==> src/design/fpa_pkg.sv <==
// Package for the Q24.8 fixed-point ALU: command codes, default widths and
// the queue entry type. Depends on nothing.
package fpa_pkg;
  localparam int FRACTION_BITS_DEF = 8;
  localparam int WORD_BITS_DEF = 32;
  localparam int QUEUE_DEPTH = 2;

  localparam logic [3:0] CMD_ADD = 4'd0;
  localparam logic [3:0] CMD_SUB = 4'd1;
  localparam logic [3:0] CMD_MUL = 4'd2;
  localparam logic [3:0] CMD_DIV = 4'd3;
  localparam logic [3:0] CMD_MIN = 4'd4;
  localparam logic [3:0] CMD_MAX = 4'd5;
  localparam logic [3:0] CMD_CMP = 4'd6;
  localparam logic [3:0] CMD_I2F = 4'd7;
  localparam logic [3:0] CMD_F2I = 4'd8;
  localparam logic [3:0] CMD_INC = 4'd9;
  localparam logic [3:0] CMD_DEC = 4'd10;

  // Classified request as it sits in the queue.
  typedef struct packed {
    logic [3:0]         command;
    logic signed [31:0] a;
    logic signed [31:0] b;
    logic               lt;
    logic               eq;
    logic               gt;
  } fpa_req_t;
endpackage

==> src/design/fpa_front.sv <==
// Front end: narrows operands to the word width, compares them and pushes
// a classified request into a short queue. Depends on fpa_pkg.
module fpa_front import fpa_pkg::*; #(
  parameter int WORD_BITS = WORD_BITS_DEF
) (
  input  logic     clk,
  input  logic     rst_n,
  input  logic     in_valid,
  output logic     in_ready,
  input  logic [3:0] in_command,
  input  logic [31:0] in_a,
  input  logic [31:0] in_b,
  output logic     q_valid,
  input  logic     q_ready,
  output fpa_req_t q_req
);
  localparam int PW = $clog2(QUEUE_DEPTH);
  fpa_req_t mem_r [QUEUE_DEPTH];
  logic [PW-1:0] wp_r, wp_nxt, rp_r, rp_nxt;
  logic [PW:0] cnt_r, cnt_nxt;
  logic signed [31:0] a_s, b_s;
  fpa_req_t req;
  logic push, pop;

  assign a_s = 32'(signed'(in_a[WORD_BITS-1:0]));
  assign b_s = 32'(signed'(in_b[WORD_BITS-1:0]));
  always_comb begin
    req.command = in_command;
    req.a = a_s;
    req.b = b_s;
    req.lt = a_s < b_s;
    req.eq = a_s == b_s;
    req.gt = a_s > b_s;
  end

  assign in_ready = cnt_r != (PW+1)'(QUEUE_DEPTH);
  assign q_valid = cnt_r != '0;
  assign q_req = mem_r[rp_r];
  assign push = in_valid && in_ready;
  assign pop = q_valid && q_ready;
  assign wp_nxt = push ? PW'(wp_r + 1'b1) : wp_r;
  assign rp_nxt = pop ? PW'(rp_r + 1'b1) : rp_r;
  assign cnt_nxt = cnt_r + (PW+1)'(push) - (PW+1)'(pop);

  always_ff @(posedge clk) begin
    if (!rst_n) begin
      wp_r <= '0;
      rp_r <= '0;
      cnt_r <= '0;
    end else begin
      wp_r <= wp_nxt;
      rp_r <= rp_nxt;
      cnt_r <= cnt_nxt;
    end
    if (push) mem_r[wp_r] <= req;
  end
endmodule

==> config.mk <==
export PLATFORM = sky130hd
export DESIGN_NAME = fpa_front
export DESIGN_NICKNAME = d
export VERILOG_FILES = /design/src/design/fpa_pkg.sv /design/src/design/fpa_front.sv
export SDC_FILE = /design/constraint.sdc
export NUM_CORES = 1
export LEC_CHECK = 0
export BUFFER_PORTS_ARGS = -buffer_cell sky130_fd_sc_hd__buf_2
export CORE_ASPECT_RATIO = 2
export CORE_UTILIZATION = 27
export CTS_CLUSTER_DIAMETER = 150
export DETAILED_ROUTE_END_ITERATION = 8
export PLACE_DENSITY = 0.58
export SLEW_MARGIN = 20
export SYNTH_ARGS = -nofsm -noshare
export SYNTH_HDL_FRONTEND = slang
export SYNTH_SLANG_ARGS = --single-unit
==> constraint.sdc <==
create_clock -name clk -period 10 [get_ports clk]
set_input_delay 1 -clock clk [delete_from_list [all_inputs] [get_ports clk]]
set_output_delay 1 -clock clk [all_outputs]
set_load 0.02 [all_outputs]
==> impl_metrics.tcl, run 1 <==
set metrics [dict create \
    portBuffers 144 \
    clk_pin_slew_worst_paths_ns 0.06 \
    p_per_area_nw_per_um2 249.0 \
    slew_headroom_pct 32.36 \
    fp-row-count 77 \
    skew_ns 0.007438 \
    fillCellCount 2154 \
    tns_ns 0 \
    clk-insertion-delay-late_ns 0.42 \
    syn_nets 467 \
    rr_startpoint "cnt_r[0]" \
    worst_slack_ns 6.803 \
    worstPathRequired_ns 10.16 \
    cp_data_arrival_time_ns 3.36 \
    dp_slack_ns 6.226 \
    avgRoutedWirePerCell_microns 16.53 \
    ant_nets 0 \
    routabilityCongestion 0.6948 \
    postSynthAreaPerCell_sq_um 17.02 \
    fin_crit_sh_pct 31.97 \
    slowest_stage "or4_1" \
    leakagePower_uw 0.003114 \
    cts_buffers 17 \
    grt_setup_unrepaired "no" \
    clock-sinks 147 \
    ys_types 31 \
    cts-root-buf "clkbuf_16" \
    ys_async_sr_fraction_pct 0 \
    rr_endpoint "mem_r[0][8]" \
    finalSetupViolations 0 \
    syn2layout_area_growth_pct 27.97 \
    worst-path-max-fanout 4 \
    vias_per_cell 4.375 \
    synth_seq_cells 147 \
    drive_gt1_share_pct 47.83 \
    cts_max_path_buffers 2 \
    yosysWarnings 0 \
    r2r_cells 4 \
    grt_overflow 0 \
    peakVddDrop_mv 0.2095 \
    hold_viol 0 \
    whs_path_depth 2 \
    start_util_pct 27.62 \
    worstMarginPinSlew_ns 1.015 \
    critical-path-top-delay-family "simple AND/OR/NAND/NOR gates" \
    synth_edf_count 142 \
    crit_chain "buf_2, inv_1, ha_1, and4_1, nand4_1, or4_1, nand2b_1, nor3_2, a21oi_1" \
    postPlaceCellArea_sq_um 7206 \
    slowest_delay_ns 0.66 \
    core_sq_um 22260 \
    dr.pass1.iters 4 \
    max_cap_violations 0 \
    io_pins 145 \
    fmax_ghz 0.3128 \
    fin_crit_ns 3.197 \
    slew_violations 0 \
    final_util_pct 35.34 \
    hold_buffers 0 \
    cts_tree "built" \
    ys_seq_area_share_pct 71.01 \
    ys.flop_type "edfxtp_1" \
    grt_max_degree 72 \
    hp-start "rp_r" \
    track_usage_pct 12.21 \
    finalNonFillerCells 807 \
    dp.cells 774 \
    grt_first_pass_wirelength_mm 20.46 \
    critPathBufInv 2 \
    htree_levels 4 \
    dieArea_sq_um 23410 \
    drt_iter0_markers 86 \
    first_global_vias 3928 \
    syn_area_sq_um 6146 \
    cts_setup_buffers 0 \
    stdcell_area_sq_um 7865 \
    syn_inst 361 \
    antenna_found_initial 0 \
    criticalPathCategory "in2reg" \
    drt-total-wl_mm 13.34 \
    drc 0 \
    nNetsFinal 624 \
    worstHoldPathType "reg2reg" \
    cts_resized 0 \
    status "completed" \
    dp_hpwl_mm 9.125 \
    cp-end-kind "flop" \
    num_antenna_cells 0 \
    r2r_setup_slack_ns 7.70 \
    vias 3531 \
    die_h_microns 215.4 \
    worstSetupStartpointType "primary input" \
    die_w_microns 108.7 \
]
-- stage by stage --
| step | power (uW) | hold slack [ns] |
|---|---|---|
| floorplan | 1127 | 0.5042 |
| finish | 1959 | 0.5481 |
| global placement | 1280 | 0.5213 |
| detailed placement | 1294 | 0.5432 |
| global route | 2045 | 0.5841 |
| CTS | 1993 | 0.5583 |
-- Yosys cell counts (2+ instances only) --
cell | number | area (sq um)
nand4_1 | 4 | 25.02
clkbuf_1 | 8 | 30.03
a21o_1 | 4 | 30.03
a21oi_1 | 10 | 50.05
nand2_1 | 10 | 37.54
dfxtp_1 | 5 | 100.1
nand2b_1 | 3 | 18.77
nor2_1 | 2 | 7.510
xnor2_1 | 3 | 26.28
mux2_2 | 71 | 799.5
edfxtp_1 | 142 | 4264
o21ai_0 | 5 | 25.02
nor2b_1 | 2 | 12.51
inv_1 | 35 | 131.4
ha_1 | 34 | 425.4
a221oi_1 | 3 | 26.28
nand3_1 | 2 | 10.01
and2_1 | 5 | 31.28
-- layout by cell type, fill, tap and decap left out, types with 4 or more instances in the layout --
cell type	n
edfxtp_1	142
clkinv_2	4
a21oi_1	10
nand2_1	10
ha_1	34
buf_2	144
nand4_1	4
clkbuf_16	17
inv_1	35
and2_1	5
o21ai_0	5
bufinv_16	5
a21o_1	4
dfxtp_1	4
mux2_2	71
-- worst max path at each step --
stage               startpoint          end  slack, ns  cells after the start
finish                in_b[31]  mem_r[1][0]       6.80                      9
global route          in_b[31]  mem_r[0][2]       6.70                      9
CTS                   in_b[31]  mem_r[0][0]       6.70                      9
detailed placement    in_b[31]  mem_r[0][0]       6.23                      9
global placement      in_b[31]  mem_r[0][0]       6.19                      9
floorplan             in_valid  mem_r[0][0]       5.42                      2
-- tightest hold or removal path, stage by stage, from the launching register on --
cell and delay [ns]:
dfxtp_1 0.32, xnor2_1 0.09, nor2b_1 0.10
-- sequential cells by signal, summed over array words and instances (netlist names), named ones only --
register and count:
rp_r 1, mem_r 142, cnt_r 2, wp_r 1
-- power breakdown --
| group | switching, uW | internal, uW | leakage, uW |
|---|---|---|---|
| Sequential | 55.6 | 767 | 0.00137 |
| Combinational | 257 | 188 | 0.00144 |
| Clock | 251 | 440 | 0.000306 |
| Total | 564 | 1390 | 0.00311 |
-- kinds of logic after synthesis --
kind of cell,count (synthesis),share of synthesized area [%]
flops,147,71.01
mux,71,13.01
buf+inv,43,2.626
simple gates,37,3.400
fa+ha+maj,34,6.922
compound gates,26,2.606
xor+xnor,3,0.4276
-- layer usage --
metal | vias to the layer above | wire length, microns | global-route usage (%)
li1 | 1683 | - | -
met1 | 1737 | 4633 | 11.16
met2 | 94 | 7777 | 23.16
met3 | 17 | 608 | 3.609
met4 | 0 | 323 | 6.486
met5 | - | 0 | 0
-- layout make-up --
| type | count | area, sq um | share of cell area [%] |
|---|---|---|---|
| Sequential cell | 147 | 4368 | 55.54 |
| Multi-Input combinational cell | 171 | 1633 | 20.76 |
| Timing Repair Buffer | 146 | 748.2 | 9.513 |
| Clock buffer | 17 | 425.4 | 5.409 |
| Tap cell | 276 | 345.3 | 4.391 |
| Clock inverter | 15 | 214.0 | 2.720 |
| Inverter | 35 | 131.4 | 1.670 |
Power figures use the tool's default switching activity.
==> run 2, diff against run 1 <==
clock period = 3.11 ns   (was 10 ns; I/O delays follow)
==> impl_metrics.tcl, run 2 (synthesis gave the netlist of run 1 again) <==
set metrics [dict create \
    portBuffers 144 \
    antenna_found_initial 0 \
    drt-total-wl_mm 13.19 \
    criticalPathCategory "in2reg" \
    dp_hpwl_mm 9.430 \
    final_common_cell "buf_2" \
    cts_buffers 17 \
    num_antenna_cells 0 \
    routabilityCongestion 0.7239 \
    cp-startpoint "in_b[31]" \
    hold_buffers 0 \
    dieArea_sq_um 23410 \
    cts_resized 0 \
    slew_headroom_pct 55.80 \
    crit_chain "buf_2, inv_1, ha_1, and4_1, nand4_1, or4_1, nand2b_1, nor3_2, a21oi_1" \
    drc 0 \
    clk_pin_slew_worst_paths_ns 0.06 \
    die_w_microns 108.7 \
    io_pins 145 \
    cts_setup_buffers 0 \
    hold_viol 0 \
    status "completed" \
    largest_reg_flops 142 \
    vias_per_cell 4.340 \
    avgRoutedWirePerCell_microns 16.28 \
    critPathBufInv 2 \
    tns_ns 0 \
    syn2layout_area_growth_pct 27.67 \
    worstHoldPathType "in2reg" \
    start_util_pct 27.62 \
    clk-insertion-delay-late_ns 0.42 \
    vias 3515 \
    clock-sinks 147 \
    slew_violations 0 \
    peakVddDrop_mv 0.5239 \
    worst-path-max-fanout 4 \
    drt_iter0_markers 76 \
    slowest_delay_ns 0.72 \
    rr_startpoint "cnt_r[0]" \
    grt_max_degree 53 \
    cts-root-buf "clkbuf_16" \
    worstPathRequired_ns 3.26 \
    postPlaceCellArea_sq_um 7261 \
    top_register "mem_r" \
    grt_first_pass_wirelength_mm 20.56 \
    htree_levels 4 \
    drive_gt1_share_pct 48.13 \
    leakagePower_uw 0.003102 \
    critical-path-top-delay-family "simple AND/OR/NAND/NOR gates" \
    fmax_ghz 0.3930 \
    fin_crit_sh_pct 81.82 \
    mostFrequentLayoutCells "buf_2, edfxtp_1, mux2_2" \
    cts_max_path_buffers 2 \
    grt_overflow 0 \
    max_cap_violations 0 \
    ant_nets 0 \
    slowest_stage "or4_1" \
    fin_crit_ns 2.544 \
    track_usage_pct 12.14 \
    cp-end-kind "flop" \
    p_per_area_nw_per_um2 778.0 \
    first_global_vias 3967 \
    die_h_microns 215.4 \
    cts_tree "built" \
    skew_ns 0.004952 \
    worstSetupStartpointType "primary input" \
    cp_data_arrival_time_ns 2.70 \
    nNetsFinal 627 \
    dr.pass1.iters 4 \
    reg_top3 "mem_r: 142 flops, cnt_r: 2 flops" \
    stdcell_area_sq_um 7846 \
    fp-row-count 77 \
    finalSetupViolations 0 \
    hp-start "in_b[6]" \
    grt_setup_unrepaired "no" \
    worstMarginPinSlew_ns 0.6614 \
    core_sq_um 22260 \
]
==> run 2: power by group <==
part | switching, uW | internal, uW | leakage [uW]
Sequential | 128 | 2460 | 0.00137
Combinational | 880 | 625 | 0.00146
Clock | 825 | 1190 | 0.000273
==> run 2: final timing paths <==
| check | to | slack (ns) | cells after the start |
|---|---|---|---|
| max reg2reg | mem_r[0][54] | 1.19 | 4 |
| min reg2reg | flop | 0.54 | 2 |
| min | mem_r[1][9] | 0.08 | 1 |
| max | mem_r[0][0] | 0.57 | 9 |
==> run 2: final cells by class <==
cell class	count	area (sq um)
clock buffer	17	425.4
clock inverter	15	160.2
fill	2164	14410
inverter	35	131.4
multi-input combinational	171	1633
sequential	147	4368
tap	276	345.3
timing repair buffer	149	783.3
==> run 2: worst register-to-register path: cells and delay by family (launching register included) <==
| kind | cells | cell delay (ns) |
|---|---|---|
| buffers and inverters | 1 | 0.38 |
| AND/OR/NAND/NOR | 3 | 0.82 |
| flip-flops | 1 | 0.35 |
==> run 2: per-layer routing <==
layer / part of all wire (%) / wire [microns] / track usage, % / vias up
li1: - / - / - / 1690
met1: 34 / 4536 / 11.09 / 1721
met2: 59 / 7787 / 23.40 / 91
met3: 4.6 / 610 / 3.822 / 13
met4: 1.9 / 251 / 5.360 / 0
met5: 0 / 0 / 0 / -
==> run 2: metrics by stage <==
| stage | total power (uW) | setup WS, ns | hold WS, ns | instances | utilization (%) |
|---|---|---|---|---|---|
| 2_1_floorplan | 3615 | 0.1058 | 0.4099 | 361 | - |
| 3_3_place_gp | 4146 | -0.03619 | 0.5022 | 778 | 32.63 |
| 3_5_place_dp | 4183 | -0.01849 | 0.5072 | 778 | 32.63 |
| 4_1_cts | 6225 | 0.4457 | 0.04337 | 810 | 35.26 |
| 5_1_grt | 6399 | 0.4467 | 0.05331 | 810 | 35.26 |
| 6_report | 6105 | 0.5655 | 0.08353 | 810 | 35.26 |
